$ cat src/rtl/pms_pkg.sv
// pms_pkg: types, widths and constants for the particle motion step block
// shared by particle_motion_step and pms_iter_unit; no dependencies

package pms_pkg;

    localparam int FRAC_BITS = 16;

    localparam int PIX_W    = 12;
    localparam int POS_W    = 28;
    localparam int VEL_W    = 24;
    localparam int VX_W     = 25;
    localparam int ACC_W    = 19;
    localparam int DIFF_W   = 29;
    localparam int MUL_W    = 28;
    localparam int PROD_W   = 2 * MUL_W;
    localparam int SQ_W     = 58;
    localparam int NUM_W    = 59;
    localparam int DEN_W    = 41;
    localparam int QUO_W    = 23;
    localparam int ROOT_W   = SQ_W / 2;
    localparam int AUX_W    = 64;
    localparam int GAIN_W   = 18;
    localparam int DENSUM_W = 25;
    localparam int CNT_W    = 5;
    localparam int WRAP_W   = POS_W + 2;

    localparam logic [PIX_W-1:0] WIDTH_RST  = 12'd1024;
    localparam logic [PIX_W-1:0] HEIGHT_RST = 12'd768;
    localparam logic [22:0]      TOP_RST    = 23'd655360;
    localparam logic [17:0]      CAX_RST    = 18'h3FFBE;
    localparam logic [17:0]      CAY_RST    = 18'd655;

    localparam logic [POS_W-1:0] POS_X_RST = {WIDTH_RST >> 1, {FRAC_BITS{1'b0}}};
    localparam logic [POS_W-1:0] POS_Y_RST = {HEIGHT_RST >> 1, {FRAC_BITS{1'b0}}};
    localparam logic [POS_W-1:0] POS_MAX   = {{PIX_W{1'b1}}, {FRAC_BITS{1'b0}}};

    localparam logic [GAIN_W-1:0] GAIN_HALF  = GAIN_W'(1) << (FRAC_BITS - 1);
    localparam logic [GAIN_W-1:0] GAIN_TWO   = GAIN_W'(2) << FRAC_BITS;
    localparam logic [GAIN_W-1:0] GAIN_THREE = GAIN_W'(3) << FRAC_BITS;

    localparam logic [2:0] MODE_CONST = 3'd0;
    localparam logic [2:0] MODE_EXT   = 3'd1;
    localparam logic [2:0] MODE_SEEK  = 3'd2;
    localparam logic [2:0] MODE_FAR   = 3'd3;
    localparam logic [2:0] MODE_CLOSE = 3'd4;

    localparam logic [2:0] REG_WIDTH  = 3'd0;
    localparam logic [2:0] REG_HEIGHT = 3'd1;
    localparam logic [2:0] REG_TOP    = 3'd2;
    localparam logic [2:0] REG_MODE   = 3'd3;
    localparam logic [2:0] REG_CAX    = 3'd4;
    localparam logic [2:0] REG_CAY    = 3'd5;

    typedef enum logic [0:0] {
        OP_SQRT,
        OP_DIV
    } eng_op_t;

    typedef struct packed {
        logic    start;
        eng_op_t op;
    } eng_req_t;

    typedef struct packed {
        logic busy;
        logic ovf;
    } eng_rsp_t;

    typedef enum logic [5:0] {
        ST_IDLE,
        ST_SQ_DX,
        ST_SQ_DY,
        ST_D2,
        ST_ROOT_D,
        ST_ROOT_D_W,
        ST_WW,
        ST_HH,
        ST_DEN,
        ST_RATIO,
        ST_RATIO_W,
        ST_MUL_AX,
        ST_DIV_AX,
        ST_DIV_AX_W,
        ST_MUL_AY,
        ST_DIV_AY,
        ST_DIV_AY_W,
        ST_VEL,
        ST_SQ_VX,
        ST_SQ_VY,
        ST_MAG2,
        ST_CMP,
        ST_ROOT_M_W,
        ST_MUL_LX,
        ST_DIV_LX,
        ST_DIV_LX_W,
        ST_MUL_LY,
        ST_DIV_LY,
        ST_DIV_LY_W,
        ST_WRAP,
        ST_OUT
    } state_t;

endpackage

$ cat src/rtl/pms_iter_unit.sv
// pms_iter_unit: shared iterative square root and restoring divider
// one bit per cycle through one subtractor; depends on pms_pkg

module pms_iter_unit (
    input  logic                          clk,
    input  logic                          rst_n,
    input  pms_pkg::eng_req_t             req,
    input  logic [pms_pkg::NUM_W-1:0]     num,
    input  logic [pms_pkg::DEN_W-1:0]     den,
    output pms_pkg::eng_rsp_t             rsp,
    output logic [pms_pkg::ROOT_W-1:0]    res
);

    logic                          busy_reg, busy_next;
    logic [pms_pkg::CNT_W-1:0]     cnt_reg, cnt_next;
    pms_pkg::eng_op_t              op_reg, op_next;
    logic [pms_pkg::NUM_W-1:0]     rem_reg, rem_next;
    logic [pms_pkg::AUX_W-1:0]     aux_reg, aux_next;
    logic [pms_pkg::SQ_W-1:0]      res_reg, res_next;
    logic                          ovf_reg, ovf_next;

    logic [pms_pkg::AUX_W-1:0]     cand;
    logic [pms_pkg::AUX_W-1:0]     rem_ext;
    logic [pms_pkg::AUX_W-1:0]     diff;
    logic [pms_pkg::AUX_W-1:0]     den_ext;
    logic                          ge;

    assign rem_ext = pms_pkg::AUX_W'(rem_reg);
    assign den_ext = pms_pkg::AUX_W'(den);
    assign cand    = (op_reg == pms_pkg::OP_SQRT) ?
                     pms_pkg::AUX_W'(res_reg) + aux_reg : aux_reg;
    assign ge      = rem_ext >= cand;
    assign diff    = rem_ext - cand;

    always_comb
    begin
        busy_next = busy_reg;
        cnt_next  = cnt_reg;
        op_next   = op_reg;
        rem_next  = rem_reg;
        aux_next  = aux_reg;
        res_next  = res_reg;
        ovf_next  = ovf_reg;
        if (req.start)
        begin
            op_next   = req.op;
            busy_next = 1'b1;
            rem_next  = num;
            res_next  = '0;
            if (req.op == pms_pkg::OP_SQRT)
            begin
                aux_next = pms_pkg::AUX_W'(1) << (pms_pkg::SQ_W - 2);
                cnt_next = pms_pkg::CNT_W'(pms_pkg::ROOT_W - 1);
                ovf_next = 1'b0;
            end
            else
            begin
                aux_next = den_ext << (pms_pkg::QUO_W - 1);
                cnt_next = pms_pkg::CNT_W'(pms_pkg::QUO_W - 1);
                ovf_next = pms_pkg::AUX_W'(num) >= (den_ext << pms_pkg::QUO_W);
            end
        end
        else if (busy_reg)
        begin
            if (op_reg == pms_pkg::OP_SQRT)
            begin
                if (ge)
                begin
                    rem_next = pms_pkg::NUM_W'(diff);
                    res_next = (res_reg >> 1) + aux_reg[pms_pkg::SQ_W-1:0];
                end
                else
                begin
                    res_next = res_reg >> 1;
                end
                aux_next = aux_reg >> 2;
            end
            else
            begin
                if (ge)
                begin
                    rem_next = pms_pkg::NUM_W'(diff);
                end
                res_next = {res_reg[pms_pkg::SQ_W-2:0], ge};
                aux_next = aux_reg >> 1;
            end
            if (cnt_reg == '0)
            begin
                busy_next = 1'b0;
            end
            else
            begin
                cnt_next = cnt_reg - 1'b1;
            end
        end
    end

    always_ff @(posedge clk or negedge rst_n)
    begin
        if (!rst_n)
        begin
            busy_reg <= 1'b0;
            cnt_reg  <= '0;
            op_reg   <= pms_pkg::OP_SQRT;
        end
        else
        begin
            busy_reg <= busy_next;
            cnt_reg  <= cnt_next;
            op_reg   <= op_next;
        end
    end

    always_ff @(posedge clk)
    begin
        rem_reg <= rem_next;
        aux_reg <= aux_next;
        res_reg <= res_next;
        ovf_reg <= ovf_next;
    end

    assign rsp = '{busy: busy_reg, ovf: ovf_reg};
    assign res = res_reg[pms_pkg::ROOT_W-1:0];

    a_start_busy: assert property (@(posedge clk) disable iff (!rst_n)
        req.start |=> busy_reg)
        else $error("unit not busy after start");

    a_no_restart: assert property (@(posedge clk) disable iff (!rst_n)
        req.start |-> !busy_reg)
        else $error("start while busy");

    a_finish: assert property (@(posedge clk) disable iff (!rst_n)
        busy_reg && cnt_reg == '0 |=> !busy_reg)
        else $error("unit ran past last step");

endmodule

$ cat src/rtl/particle_motion_step.sv
// particle_motion_step: one frame tick of a wrapped, speed limited particle
// sequencer, config registers and shared multiplier; uses pms_pkg, pms_iter_unit
//
//   channel   direction  beat                                   handshake
//   apb       in/out     one register write or read             psel/penable, pready
//   in        in         ext_accel_x/y, target_x/y              in_valid/in_ready
//   out       out        pos_x/y, vel_x/y                       out_valid/out_ready
//
// a beat is shortest in constant and external modes; it takes longer when the
// speed limit acts, in seek mode and, longer again, in the scaled seek modes
// roots and divides keep the shared unit busy, and a wait state collects each result
// in_ready is high only while idle; a result waits in the output register
// rst_n clears configuration to defaults and the particle to mid screen, at rest

module particle_motion_step (
    input  logic                          clk,
    input  logic                          rst_n,
    input  logic                          psel,
    input  logic                          penable,
    input  logic                          pwrite,
    input  logic [4:0]                    paddr,
    input  logic [31:0]                   pwdata,
    output logic [31:0]                   prdata,
    output logic                          pready,
    input  logic                          in_valid,
    output logic                          in_ready,
    input  logic signed [17:0]            ext_accel_x,
    input  logic signed [17:0]            ext_accel_y,
    input  logic [11:0]                   target_x,
    input  logic [11:0]                   target_y,
    output logic                          out_valid,
    input  logic                          out_ready,
    output logic [27:0]                   pos_x,
    output logic [27:0]                   pos_y,
    output logic signed [23:0]            vel_x,
    output logic signed [23:0]            vel_y
);

    pms_pkg::state_t state_reg, state_next;

    logic [11:0]        width_reg, width_next;
    logic [11:0]        height_reg, height_next;
    logic [22:0]        top_reg, top_next;
    logic [2:0]         mode_reg, mode_next;
    logic signed [17:0] cax_reg, cax_next;
    logic signed [17:0] cay_reg, cay_next;

    logic [pms_pkg::POS_W-1:0]         pos_x_reg, pos_x_next;
    logic [pms_pkg::POS_W-1:0]         pos_y_reg, pos_y_next;
    logic signed [pms_pkg::VEL_W-1:0]  vel_x_reg, vel_x_next;
    logic signed [pms_pkg::VEL_W-1:0]  vel_y_reg, vel_y_next;
    logic                              out_valid_reg, out_valid_next;

    logic signed [pms_pkg::DIFF_W-1:0] dx_reg, dx_next;
    logic signed [pms_pkg::DIFF_W-1:0] dy_reg, dy_next;
    logic [pms_pkg::SQ_W-1:0]          acc_reg, acc_next;
    logic [pms_pkg::PROD_W-1:0]        prod_reg, prod_next;
    logic [pms_pkg::ROOT_W-1:0]        root_reg, root_next;
    logic [pms_pkg::DENSUM_W-1:0]      densum_reg, densum_next;
    logic [pms_pkg::GAIN_W-1:0]        gain_reg, gain_next;
    logic signed [pms_pkg::ACC_W-1:0]  ax_reg, ax_next;
    logic signed [pms_pkg::ACC_W-1:0]  ay_reg, ay_next;
    logic signed [pms_pkg::VX_W-1:0]   vx_reg, vx_next;
    logic signed [pms_pkg::VX_W-1:0]   vy_reg, vy_next;
    logic [pms_pkg::POS_W-1:0]         opx_reg, opx_next;
    logic [pms_pkg::POS_W-1:0]         opy_reg, opy_next;
    logic signed [pms_pkg::VEL_W-1:0]  ovx_reg, ovx_next;
    logic signed [pms_pkg::VEL_W-1:0]  ovy_reg, ovy_next;

    logic [pms_pkg::MUL_W-1:0]         mul_a, mul_b;
    pms_pkg::eng_req_t                 eng_req;
    pms_pkg::eng_rsp_t                 eng_rsp;
    logic [pms_pkg::NUM_W-1:0]         eng_num;
    logic [pms_pkg::DEN_W-1:0]         eng_den;
    logic [pms_pkg::ROOT_W-1:0]        eng_res;

    logic signed [pms_pkg::DIFF_W-1:0] dx_neg, dy_neg;
    logic [pms_pkg::MUL_W-1:0]         abs_dx, abs_dy;
    logic signed [pms_pkg::VX_W-1:0]   vx_neg, vy_neg;
    logic [pms_pkg::MUL_W-1:0]         abs_vx, abs_vy;
    logic signed [pms_pkg::ACC_W-1:0]  q_acc;
    logic signed [pms_pkg::VX_W-1:0]   q_vel;
    logic [pms_pkg::GAIN_W-1:0]        gain_top, gain_sat;
    logic [pms_pkg::QUO_W-1:0]         quo;
    logic signed [pms_pkg::WRAP_W-1:0] sum_x, sum_y, lim_x, lim_y;
    logic                              cfg_write;

    function automatic logic [pms_pkg::POS_W-1:0] wrap_coord(
        input logic signed [pms_pkg::WRAP_W-1:0] p,
        input logic signed [pms_pkg::WRAP_W-1:0] lim
    );
        logic signed [pms_pkg::WRAP_W-1:0] r;
        r = p;
        if (r > lim)
        begin
            r = '0;
        end
        if (r < 0)
        begin
            r = lim;
        end
        return r[pms_pkg::POS_W-1:0];
    endfunction

    pms_iter_unit u_iter (
        .clk   (clk),
        .rst_n (rst_n),
        .req   (eng_req),
        .num   (eng_num),
        .den   (eng_den),
        .rsp   (eng_rsp),
        .res   (eng_res)
    );

    // magnitudes for the unsigned multiplier
    assign dx_neg = -dx_reg;
    assign dy_neg = -dy_reg;
    assign abs_dx = dx_reg[pms_pkg::DIFF_W-1] ? dx_neg[pms_pkg::MUL_W-1:0]
                                               : dx_reg[pms_pkg::MUL_W-1:0];
    assign abs_dy = dy_reg[pms_pkg::DIFF_W-1] ? dy_neg[pms_pkg::MUL_W-1:0]
                                               : dy_reg[pms_pkg::MUL_W-1:0];
    assign vx_neg = -vx_reg;
    assign vy_neg = -vy_reg;
    assign abs_vx = pms_pkg::MUL_W'(vx_reg[pms_pkg::VX_W-1] ? vx_neg[pms_pkg::VEL_W-1:0]
                                                            : vx_reg[pms_pkg::VEL_W-1:0]);
    assign abs_vy = pms_pkg::MUL_W'(vy_reg[pms_pkg::VX_W-1] ? vy_neg[pms_pkg::VEL_W-1:0]
                                                            : vy_reg[pms_pkg::VEL_W-1:0]);

    assign q_acc = $signed({1'b0, eng_res[pms_pkg::GAIN_W-1:0]});
    assign q_vel = $signed({2'b00, eng_res[pms_pkg::QUO_W-1:0]});
    assign quo   = eng_res[pms_pkg::QUO_W-1:0];

    // gain saturation for the distance scaled seek modes
    assign gain_top = (mode_reg == pms_pkg::MODE_FAR) ? pms_pkg::GAIN_THREE
                                                      : pms_pkg::GAIN_TWO;
    assign gain_sat = (eng_rsp.ovf || quo > pms_pkg::QUO_W'(gain_top)) ? gain_top
                                                     : quo[pms_pkg::GAIN_W-1:0];

    assign sum_x = $signed({2'b00, pos_x_reg}) + pms_pkg::WRAP_W'(vx_reg);
    assign sum_y = $signed({2'b00, pos_y_reg}) + pms_pkg::WRAP_W'(vy_reg);
    assign lim_x = $signed({2'b00, width_reg, {pms_pkg::FRAC_BITS{1'b0}}});
    assign lim_y = $signed({2'b00, height_reg, {pms_pkg::FRAC_BITS{1'b0}}});

    assign cfg_write = psel && penable && pwrite;
    assign pready    = 1'b1;

    always_comb
    begin
        width_next  = width_reg;
        height_next = height_reg;
        top_next    = top_reg;
        mode_next   = mode_reg;
        cax_next    = cax_reg;
        cay_next    = cay_reg;
        if (cfg_write)
        begin
            case (paddr[4:2])
                pms_pkg::REG_WIDTH:  width_next  = pwdata[11:0];
                pms_pkg::REG_HEIGHT: height_next = pwdata[11:0];
                pms_pkg::REG_TOP:    top_next    = pwdata[22:0];
                pms_pkg::REG_MODE:   mode_next   = pwdata[2:0];
                pms_pkg::REG_CAX:    cax_next    = $signed(pwdata[17:0]);
                pms_pkg::REG_CAY:    cay_next    = $signed(pwdata[17:0]);
                default: ;
            endcase
        end
    end

    always_comb
    begin
        case (paddr[4:2])
            pms_pkg::REG_WIDTH:  prdata = 32'(width_reg);
            pms_pkg::REG_HEIGHT: prdata = 32'(height_reg);
            pms_pkg::REG_TOP:    prdata = 32'(top_reg);
            pms_pkg::REG_MODE:   prdata = 32'(mode_reg);
            pms_pkg::REG_CAX:    prdata = 32'(cax_reg);
            pms_pkg::REG_CAY:    prdata = 32'(cay_reg);
            default:             prdata = '0;
        endcase
    end

    assign in_ready = (state_reg == pms_pkg::ST_IDLE);

    always_comb
    begin
        state_next     = state_reg;
        pos_x_next     = pos_x_reg;
        pos_y_next     = pos_y_reg;
        vel_x_next     = vel_x_reg;
        vel_y_next     = vel_y_reg;
        out_valid_next = out_valid_reg;
        dx_next        = dx_reg;
        dy_next        = dy_reg;
        acc_next       = acc_reg;
        root_next      = root_reg;
        densum_next    = densum_reg;
        gain_next      = gain_reg;
        ax_next        = ax_reg;
        ay_next        = ay_reg;
        vx_next        = vx_reg;
        vy_next        = vy_reg;
        opx_next       = opx_reg;
        opy_next       = opy_reg;
        ovx_next       = ovx_reg;
        ovy_next       = ovy_reg;
        mul_a          = '0;
        mul_b          = '0;
        eng_req        = '{start: 1'b0, op: pms_pkg::OP_SQRT};
        eng_num        = '0;
        eng_den        = '0;

        if (out_valid_reg && out_ready)
        begin
            out_valid_next = 1'b0;
        end

        case (state_reg)
            pms_pkg::ST_IDLE:
            begin
                if (in_valid)
                begin
                    dx_next = $signed({1'b0, target_x, {pms_pkg::FRAC_BITS{1'b0}}})
                              - $signed({1'b0, pos_x_reg});
                    dy_next = $signed({1'b0, target_y, {pms_pkg::FRAC_BITS{1'b0}}})
                              - $signed({1'b0, pos_y_reg});
                    case (mode_reg)
                        pms_pkg::MODE_CONST:
                        begin
                            ax_next    = pms_pkg::ACC_W'(cax_reg);
                            ay_next    = pms_pkg::ACC_W'(cay_reg);
                            state_next = pms_pkg::ST_VEL;
                        end
                        pms_pkg::MODE_EXT:
                        begin
                            ax_next    = pms_pkg::ACC_W'(ext_accel_x);
                            ay_next    = pms_pkg::ACC_W'(ext_accel_y);
                            state_next = pms_pkg::ST_VEL;
                        end
                        pms_pkg::MODE_SEEK, pms_pkg::MODE_FAR, pms_pkg::MODE_CLOSE:
                        begin
                            state_next = pms_pkg::ST_SQ_DX;
                        end
                        default:
                        begin
                            ax_next    = '0;
                            ay_next    = '0;
                            state_next = pms_pkg::ST_VEL;
                        end
                    endcase
                end
            end
            pms_pkg::ST_SQ_DX:
            begin
                mul_a      = abs_dx;
                mul_b      = abs_dx;
                state_next = pms_pkg::ST_SQ_DY;
            end
            pms_pkg::ST_SQ_DY:
            begin
                acc_next   = pms_pkg::SQ_W'(prod_reg);
                mul_a      = abs_dy;
                mul_b      = abs_dy;
                state_next = pms_pkg::ST_D2;
            end
            pms_pkg::ST_D2:
            begin
                acc_next   = acc_reg + pms_pkg::SQ_W'(prod_reg);
                state_next = pms_pkg::ST_ROOT_D;
            end
            pms_pkg::ST_ROOT_D:
            begin
                // target on the particle: no direction, no push
                if (acc_reg == '0)
                begin
                    ax_next    = '0;
                    ay_next    = '0;
                    state_next = pms_pkg::ST_VEL;
                end
                else
                begin
                    eng_req    = '{start: 1'b1, op: pms_pkg::OP_SQRT};
                    eng_num    = pms_pkg::NUM_W'(acc_reg);
                    state_next = pms_pkg::ST_ROOT_D_W;
                end
            end
            pms_pkg::ST_ROOT_D_W:
            begin
                if (!eng_rsp.busy)
                begin
                    root_next  = eng_res;
                    state_next = pms_pkg::ST_WW;
                end
            end
            pms_pkg::ST_WW:
            begin
                mul_a      = pms_pkg::MUL_W'(width_reg);
                mul_b      = pms_pkg::MUL_W'(width_reg);
                state_next = pms_pkg::ST_HH;
            end
            pms_pkg::ST_HH:
            begin
                densum_next = pms_pkg::DENSUM_W'(prod_reg);
                mul_a       = pms_pkg::MUL_W'(height_reg);
                mul_b       = pms_pkg::MUL_W'(height_reg);
                state_next  = pms_pkg::ST_DEN;
            end
            pms_pkg::ST_DEN:
            begin
                densum_next = densum_reg + pms_pkg::DENSUM_W'(prod_reg);
                if (mode_reg == pms_pkg::MODE_SEEK)
                begin
                    gain_next  = pms_pkg::GAIN_HALF;
                    state_next = pms_pkg::ST_MUL_AX;
                end
                else
                begin
                    state_next = pms_pkg::ST_RATIO;
                end
            end
            pms_pkg::ST_RATIO:
            begin
                eng_req = '{start: 1'b1, op: pms_pkg::OP_DIV};
                if (mode_reg == pms_pkg::MODE_FAR)
                begin
                    eng_num = (pms_pkg::NUM_W'(acc_reg) << 1) + pms_pkg::NUM_W'(acc_reg);
                end
                else
                begin
                    eng_num = pms_pkg::NUM_W'(acc_reg) << 1;
                end
                eng_den    = {densum_reg, {pms_pkg::FRAC_BITS{1'b0}}};
                state_next = pms_pkg::ST_RATIO_W;
            end
            pms_pkg::ST_RATIO_W:
            begin
                if (!eng_rsp.busy)
                begin
                    gain_next  = (mode_reg == pms_pkg::MODE_FAR) ? gain_sat
                                                                 : pms_pkg::GAIN_TWO - gain_sat;
                    state_next = pms_pkg::ST_MUL_AX;
                end
            end
            pms_pkg::ST_MUL_AX:
            begin
                mul_a      = abs_dx;
                mul_b      = pms_pkg::MUL_W'(gain_reg);
                state_next = pms_pkg::ST_DIV_AX;
            end
            pms_pkg::ST_DIV_AX:
            begin
                eng_req    = '{start: 1'b1, op: pms_pkg::OP_DIV};
                eng_num    = pms_pkg::NUM_W'(prod_reg);
                eng_den    = pms_pkg::DEN_W'(root_reg);
                state_next = pms_pkg::ST_DIV_AX_W;
            end
            pms_pkg::ST_DIV_AX_W:
            begin
                if (!eng_rsp.busy)
                begin
                    ax_next    = dx_reg[pms_pkg::DIFF_W-1] ? -q_acc : q_acc;
                    state_next = pms_pkg::ST_MUL_AY;
                end
            end
            pms_pkg::ST_MUL_AY:
            begin
                mul_a      = abs_dy;
                mul_b      = pms_pkg::MUL_W'(gain_reg);
                state_next = pms_pkg::ST_DIV_AY;
            end
            pms_pkg::ST_DIV_AY:
            begin
                eng_req    = '{start: 1'b1, op: pms_pkg::OP_DIV};
                eng_num    = pms_pkg::NUM_W'(prod_reg);
                eng_den    = pms_pkg::DEN_W'(root_reg);
                state_next = pms_pkg::ST_DIV_AY_W;
            end
            pms_pkg::ST_DIV_AY_W:
            begin
                if (!eng_rsp.busy)
                begin
                    ay_next    = dy_reg[pms_pkg::DIFF_W-1] ? -q_acc : q_acc;
                    state_next = pms_pkg::ST_VEL;
                end
            end
            pms_pkg::ST_VEL:
            begin
                vx_next    = pms_pkg::VX_W'(vel_x_reg) + pms_pkg::VX_W'(ax_reg);
                vy_next    = pms_pkg::VX_W'(vel_y_reg) + pms_pkg::VX_W'(ay_reg);
                state_next = pms_pkg::ST_SQ_VX;
            end
            pms_pkg::ST_SQ_VX:
            begin
                mul_a      = abs_vx;
                mul_b      = abs_vx;
                state_next = pms_pkg::ST_SQ_VY;
            end
            pms_pkg::ST_SQ_VY:
            begin
                acc_next   = pms_pkg::SQ_W'(prod_reg);
                mul_a      = abs_vy;
                mul_b      = abs_vy;
                state_next = pms_pkg::ST_MAG2;
            end
            pms_pkg::ST_MAG2:
            begin
                acc_next   = acc_reg + pms_pkg::SQ_W'(prod_reg);
                mul_a      = pms_pkg::MUL_W'(top_reg);
                mul_b      = pms_pkg::MUL_W'(top_reg);
                state_next = pms_pkg::ST_CMP;
            end
            pms_pkg::ST_CMP:
            begin
                if (acc_reg > pms_pkg::SQ_W'(prod_reg))
                begin
                    eng_req    = '{start: 1'b1, op: pms_pkg::OP_SQRT};
                    eng_num    = pms_pkg::NUM_W'(acc_reg);
                    state_next = pms_pkg::ST_ROOT_M_W;
                end
                else
                begin
                    state_next = pms_pkg::ST_WRAP;
                end
            end
            pms_pkg::ST_ROOT_M_W:
            begin
                if (!eng_rsp.busy)
                begin
                    root_next  = eng_res;
                    state_next = pms_pkg::ST_MUL_LX;
                end
            end
            pms_pkg::ST_MUL_LX:
            begin
                mul_a      = abs_vx;
                mul_b      = pms_pkg::MUL_W'(top_reg);
                state_next = pms_pkg::ST_DIV_LX;
            end
            pms_pkg::ST_DIV_LX:
            begin
                eng_req    = '{start: 1'b1, op: pms_pkg::OP_DIV};
                eng_num    = pms_pkg::NUM_W'(prod_reg);
                eng_den    = pms_pkg::DEN_W'(root_reg);
                state_next = pms_pkg::ST_DIV_LX_W;
            end
            pms_pkg::ST_DIV_LX_W:
            begin
                if (!eng_rsp.busy)
                begin
                    vx_next    = vx_reg[pms_pkg::VX_W-1] ? -q_vel : q_vel;
                    state_next = pms_pkg::ST_MUL_LY;
                end
            end
            pms_pkg::ST_MUL_LY:
            begin
                mul_a      = abs_vy;
                mul_b      = pms_pkg::MUL_W'(top_reg);
                state_next = pms_pkg::ST_DIV_LY;
            end
            pms_pkg::ST_DIV_LY:
            begin
                eng_req    = '{start: 1'b1, op: pms_pkg::OP_DIV};
                eng_num    = pms_pkg::NUM_W'(prod_reg);
                eng_den    = pms_pkg::DEN_W'(root_reg);
                state_next = pms_pkg::ST_DIV_LY_W;
            end
            pms_pkg::ST_DIV_LY_W:
            begin
                if (!eng_rsp.busy)
                begin
                    vy_next    = vy_reg[pms_pkg::VX_W-1] ? -q_vel : q_vel;
                    state_next = pms_pkg::ST_WRAP;
                end
            end
            pms_pkg::ST_WRAP:
            begin
                vel_x_next = vx_reg[pms_pkg::VEL_W-1:0];
                vel_y_next = vy_reg[pms_pkg::VEL_W-1:0];
                pos_x_next = wrap_coord(sum_x, lim_x);
                pos_y_next = wrap_coord(sum_y, lim_y);
                state_next = pms_pkg::ST_OUT;
            end
            pms_pkg::ST_OUT:
            begin
                if (!out_valid_reg || out_ready)
                begin
                    opx_next       = pos_x_reg;
                    opy_next       = pos_y_reg;
                    ovx_next       = vel_x_reg;
                    ovy_next       = vel_y_reg;
                    out_valid_next = 1'b1;
                    state_next     = pms_pkg::ST_IDLE;
                end
            end
            default:
            begin
                state_next = pms_pkg::ST_IDLE;
            end
        endcase
    end

    assign prod_next = mul_a * mul_b;

    always_ff @(posedge clk or negedge rst_n)
    begin
        if (!rst_n)
        begin
            state_reg     <= pms_pkg::ST_IDLE;
            width_reg     <= pms_pkg::WIDTH_RST;
            height_reg    <= pms_pkg::HEIGHT_RST;
            top_reg       <= pms_pkg::TOP_RST;
            mode_reg      <= pms_pkg::MODE_CONST;
            cax_reg       <= $signed(pms_pkg::CAX_RST);
            cay_reg       <= $signed(pms_pkg::CAY_RST);
            pos_x_reg     <= pms_pkg::POS_X_RST;
            pos_y_reg     <= pms_pkg::POS_Y_RST;
            vel_x_reg     <= '0;
            vel_y_reg     <= '0;
            out_valid_reg <= 1'b0;
        end
        else
        begin
            state_reg     <= state_next;
            width_reg     <= width_next;
            height_reg    <= height_next;
            top_reg       <= top_next;
            mode_reg      <= mode_next;
            cax_reg       <= cax_next;
            cay_reg       <= cay_next;
            pos_x_reg     <= pos_x_next;
            pos_y_reg     <= pos_y_next;
            vel_x_reg     <= vel_x_next;
            vel_y_reg     <= vel_y_next;
            out_valid_reg <= out_valid_next;
        end
    end

    always_ff @(posedge clk)
    begin
        dx_reg     <= dx_next;
        dy_reg     <= dy_next;
        acc_reg    <= acc_next;
        prod_reg   <= prod_next;
        root_reg   <= root_next;
        densum_reg <= densum_next;
        gain_reg   <= gain_next;
        ax_reg     <= ax_next;
        ay_reg     <= ay_next;
        vx_reg     <= vx_next;
        vy_reg     <= vy_next;
        opx_reg    <= opx_next;
        opy_reg    <= opy_next;
        ovx_reg    <= ovx_next;
        ovy_reg    <= ovy_next;
    end

    assign out_valid = out_valid_reg;
    assign pos_x     = opx_reg;
    assign pos_y     = opy_reg;
    assign vel_x     = ovx_reg;
    assign vel_y     = ovy_reg;

    a_accept_leaves_idle: assert property (@(posedge clk) disable iff (!rst_n)
        in_valid && in_ready |=> !in_ready)
        else $error("still ready after accepting a beat");

    a_idle_unit_quiet: assert property (@(posedge clk) disable iff (!rst_n)
        state_reg == pms_pkg::ST_IDLE |-> !eng_rsp.busy)
        else $error("iterative unit busy while idle");

    a_pos_range: assert property (@(posedge clk) disable iff (!rst_n)
        pos_x_reg <= pms_pkg::POS_MAX && pos_y_reg <= pms_pkg::POS_MAX)
        else $error("position beyond screen range");

endmodule

$ cat config.mk
export PLATFORM = sky130hd
export DESIGN_NAME = particle_motion_step
export DESIGN_NICKNAME = d
export VERILOG_FILES = /design/src/rtl/pms_pkg.sv /design/src/rtl/pms_iter_unit.sv /design/src/rtl/particle_motion_step.sv
export SDC_FILE = /design/constraint.sdc
export NUM_CORES = 2
export LEC_CHECK = 0
export BUFFER_PORTS_ARGS = -buffer_cell sky130_fd_sc_hd__clkbuf_2
export CAP_MARGIN = 40
export CORE_ASPECT_RATIO = 0.5
export CORE_MARGIN = 1.5
export CORE_UTILIZATION = 39
export DETAILED_ROUTE_END_ITERATION = 10
export GPL_ROUTABILITY_DRIVEN = 1
export PLACE_DENSITY = 0.58
export RECOVER_POWER = 100
export SYNTH_ARGS = -nofsm -noshare
export SYNTH_HDL_FRONTEND = slang
export SYNTH_SLANG_ARGS = --single-unit
$ cat constraint.sdc
create_clock -name clk -period 13.9 [get_ports clk]
set_input_delay 2.085 -clock clk [delete_from_list [all_inputs] [get_ports clk]]
set_output_delay 2.085 -clock clk [all_outputs]
set_load 0.005 [all_outputs]
==> flow_summary.yaml <==
logic_synthesis:
  netlist_area_um2: 91800
  ys_seq_elements: 820
  yosys.area.top_type_share: 0.165
  synth.most_common_cell: "inv_1"
  synth_edf_count: 503
  yosysUniqueCellTypes: 113
  synth_area_leaders: "edfxtp_1, fa_1, ha_1, inv_1, dfrtp_1"
  synth_top_cell_by_area: "edfxtp_1"
  syn_avg_cell_area_um2: 8.68
  netlist_instances: 10574
  yosys_warnings: 0
  synthArstFlopShare: 0.248
  yosys_most_used_dff: "edfxtp_1"
  ys_top_cells_by_count: "inv_1, nand2_1, nor2_1"
  synth_fp_nets: 12169
  yosysSeqAreaShare: 0.245
critical_path:
  critPathKind: "reg -> reg"
  start_kind: "flop"
  critPathMaxFanout: 48
  critical_path_required_ns: 14.16
  r2r-start: "prod_reg[54]"
  arrival_ns: 13.06
  crit_start: "prod_reg[54]"
  end_kind: "flop"
run:
  maxCapViolCount: 33
route:
  vias: 82095
  dr.first_iter.drc_count: 9192
  drt-vias-per-instance: 5.93
  first_pass_iters: 8
  wl_met2_um: 146000
  totalWireLength_um: 362000
  wl_met3_um: 37200
  drtAntennaViolNets: 0
  top_layer: "met5"
  wl_met1_um: 161000
  drc_errors: 0
  wire_per_inst_um: 26.2
finish:
  fillerInstances: 23298
  nNetsFinal: 12249
  syn_to_final_growth_pct: 8.80
  largest_reg_flops: 63
  drive_above_1_share: 0.0673
place:
  dp_hpwl_um: 286000
  port_buffers: 230
  gp_congestion: 1.01
clock_tree:
  cts_sinks: 820
  ctsResizeCount: 0
  cts_hold_buf: 0
  post_cts_buffers: 0
  cts_buffers: 87
  clk_pin_slew_ns: 0.07
  clock_path_buffers: 3
  cts_root_buf: "clkbuf_16"
  htreeDepth: 3
  clk_latency_ns: 0.78
  cts_tree: "built"
global_routing:
  grt_overflow: 0
  grt_max_degree: 86
  grt_pass1_wl_um: 529000
  gr-usage-all-layers: 0.297
  grt_pass1_vias: 77287
  antenna_found_initial: 23
timing:
  fmax_mhz: 78.1
  worst_slew_pin_slew_ns: 5.99
  rsz0062_at_grt: "no"
  clock_skew_ns: 0.0857
  min_period_over_period: 0.921
  finalSetupTns_ns: 0
  slew_headroom: -2.99
  slew_violations: 1490
  finalHoldViolCount: 0
  fin_crit_ns: 12.80
  setup_violations: 0
pwr:
  p_leak_nw: 44.8
  vdd_drop_max_mv: 0.335
  finalPower_mw: 25.7
  power.density_nw_per_um2: 258
run_status:
  status: "finished with violations"
  violations: "capacitance limit, slew limit"
floorplan:
  fp.dieH_um: 346
  dieWidth_um: 689
  die-area_um2: 239000
  core_area_um2: 233000
  start_util: 0.394
  ios: 243
  num_rows: 125
hold_path:
  hold_path.class: "reg -> reg"
  hold_start: "vel_x_reg[12]"
-- placed cells by master (no fill, tap or decap), drive strengths merged, types with 94 or more instances in the layout --
cell type / count
a21o: 273
a21oi: 739
a22oi: 94
buf: 169
clkbuf: 435
dfrtp: 173
dfxtp: 114
edfxtp: 503
fa: 684
ha: 807
inv: 1233
mux2: 105
mux2i: 139
nand2: 1105
nand2b: 100
nand3: 133
nand4: 101
nor2: 903
nor3: 170
o21ai: 544
o21bai: 102
o22ai: 113
or3: 99
xnor2: 368
xor2: 275
-- power breakdown --
part | total [mW] | switching [mW] | internal (mW) | leakage, nW
Clock | 2.57 | 1.18 | 1.39 | 1.48
Sequential | 4.98 | 1.13 | 3.84 | 8.23
Combinational | 18.2 | 11.6 | 6.56 | 35.1
Total | 25.7 | 13.9 | 11.8 | 44.8
-- metrics by stage --
step / hold WS (ns) / util / setup slack (ns) / cell area, um^2 / std cells
after global placement: 0.475 / 0.416 / 2.13 / 96900 / 13626
final: 0.489 / 0.429 / 1.10 / 99900 / 13847
after detailed placement: 0.477 / 0.418 / 2.14 / 97400 / 13666
after CTS: 0.492 / 0.431 / 2.05 / 100000 / 13829
after global routing: 0.515 / 0.429 / 0.697 / 99900 / 13842
after floorplan: 0.453 / - / 3.69 / 91800 / 10574
-- worst max-delay path, stage by stage, from the launching register on --
cell	delay, ns
dfxtp_1	0.70
inv_1	0.09
ha_1	0.51
nand4_1	0.15
or4_1	0.58
nor3_1	0.35
nand3_1	0.53
a31oi_1	0.66
nor3b_1	0.10
o221ai_1	0.09
o21bai_1	0.36
a21o_2	0.22
clkbuf_1	2.22
nor2_1	0.27
clkbuf_1	1.23
clkbuf_1	0.88
nand2_2	0.23
clkbuf_1	0.88
clkbuf_1	2.10
-- layer usage --
metal  track usage  vias up
li1              -    36806
met4         0.128        8
met1         0.430    40763
met5             0        -
met3        0.0709      654
met2         0.420     3864
-- logic make-up (layout without fill, tap and decap cells) --
family / count (synthesis) / in the layout / synth area share
mux: 245 / 245 / 0.0283
buf+inv: 1732 / 1886 / 0.0717
simple gates: 3033 / 3033 / 0.151
fa+ha+maj: 1491 / 1491 / 0.259
other cells: 1 / 9 / 0.0000408
flops: 820 / 820 / 0.245
xor+xnor: 643 / 643 / 0.0613
compound gates: 2609 / 2609 / 0.184
-- final timing paths --
path	cells after the start	end	slack [ns]
min in group asynchronous	1	out_valid	3.55
setup / recovery	18	u_iter.aux_reg[55]	1.10
hold / removal	0	vel_x[12]	0.49
hold reg to reg	0	vel_x[12]	0.49
setup reg to reg	18	u_iter.aux_reg[55]	1.10
max in group asynchronous	3	u_iter.op_reg	4.26
-- final cells by class --
cell class | instances | area [um^2] | share of cell area
tap | 3111 | 3890 | 0.0390
multi-input combinational | 8022 | 63000 | 0.630
sequential | 820 | 22500 | 0.225
clock buffer | 115 | 2420 | 0.0243
inverter | 1234 | 4630 | 0.0464
antenna | 8 | 20.0 | 0.000200
timing repair buffer | 489 | 2810 | 0.0281
clock inverter | 48 | 648 | 0.00649
No activity file was read; power rests on OpenSTA's default activity.
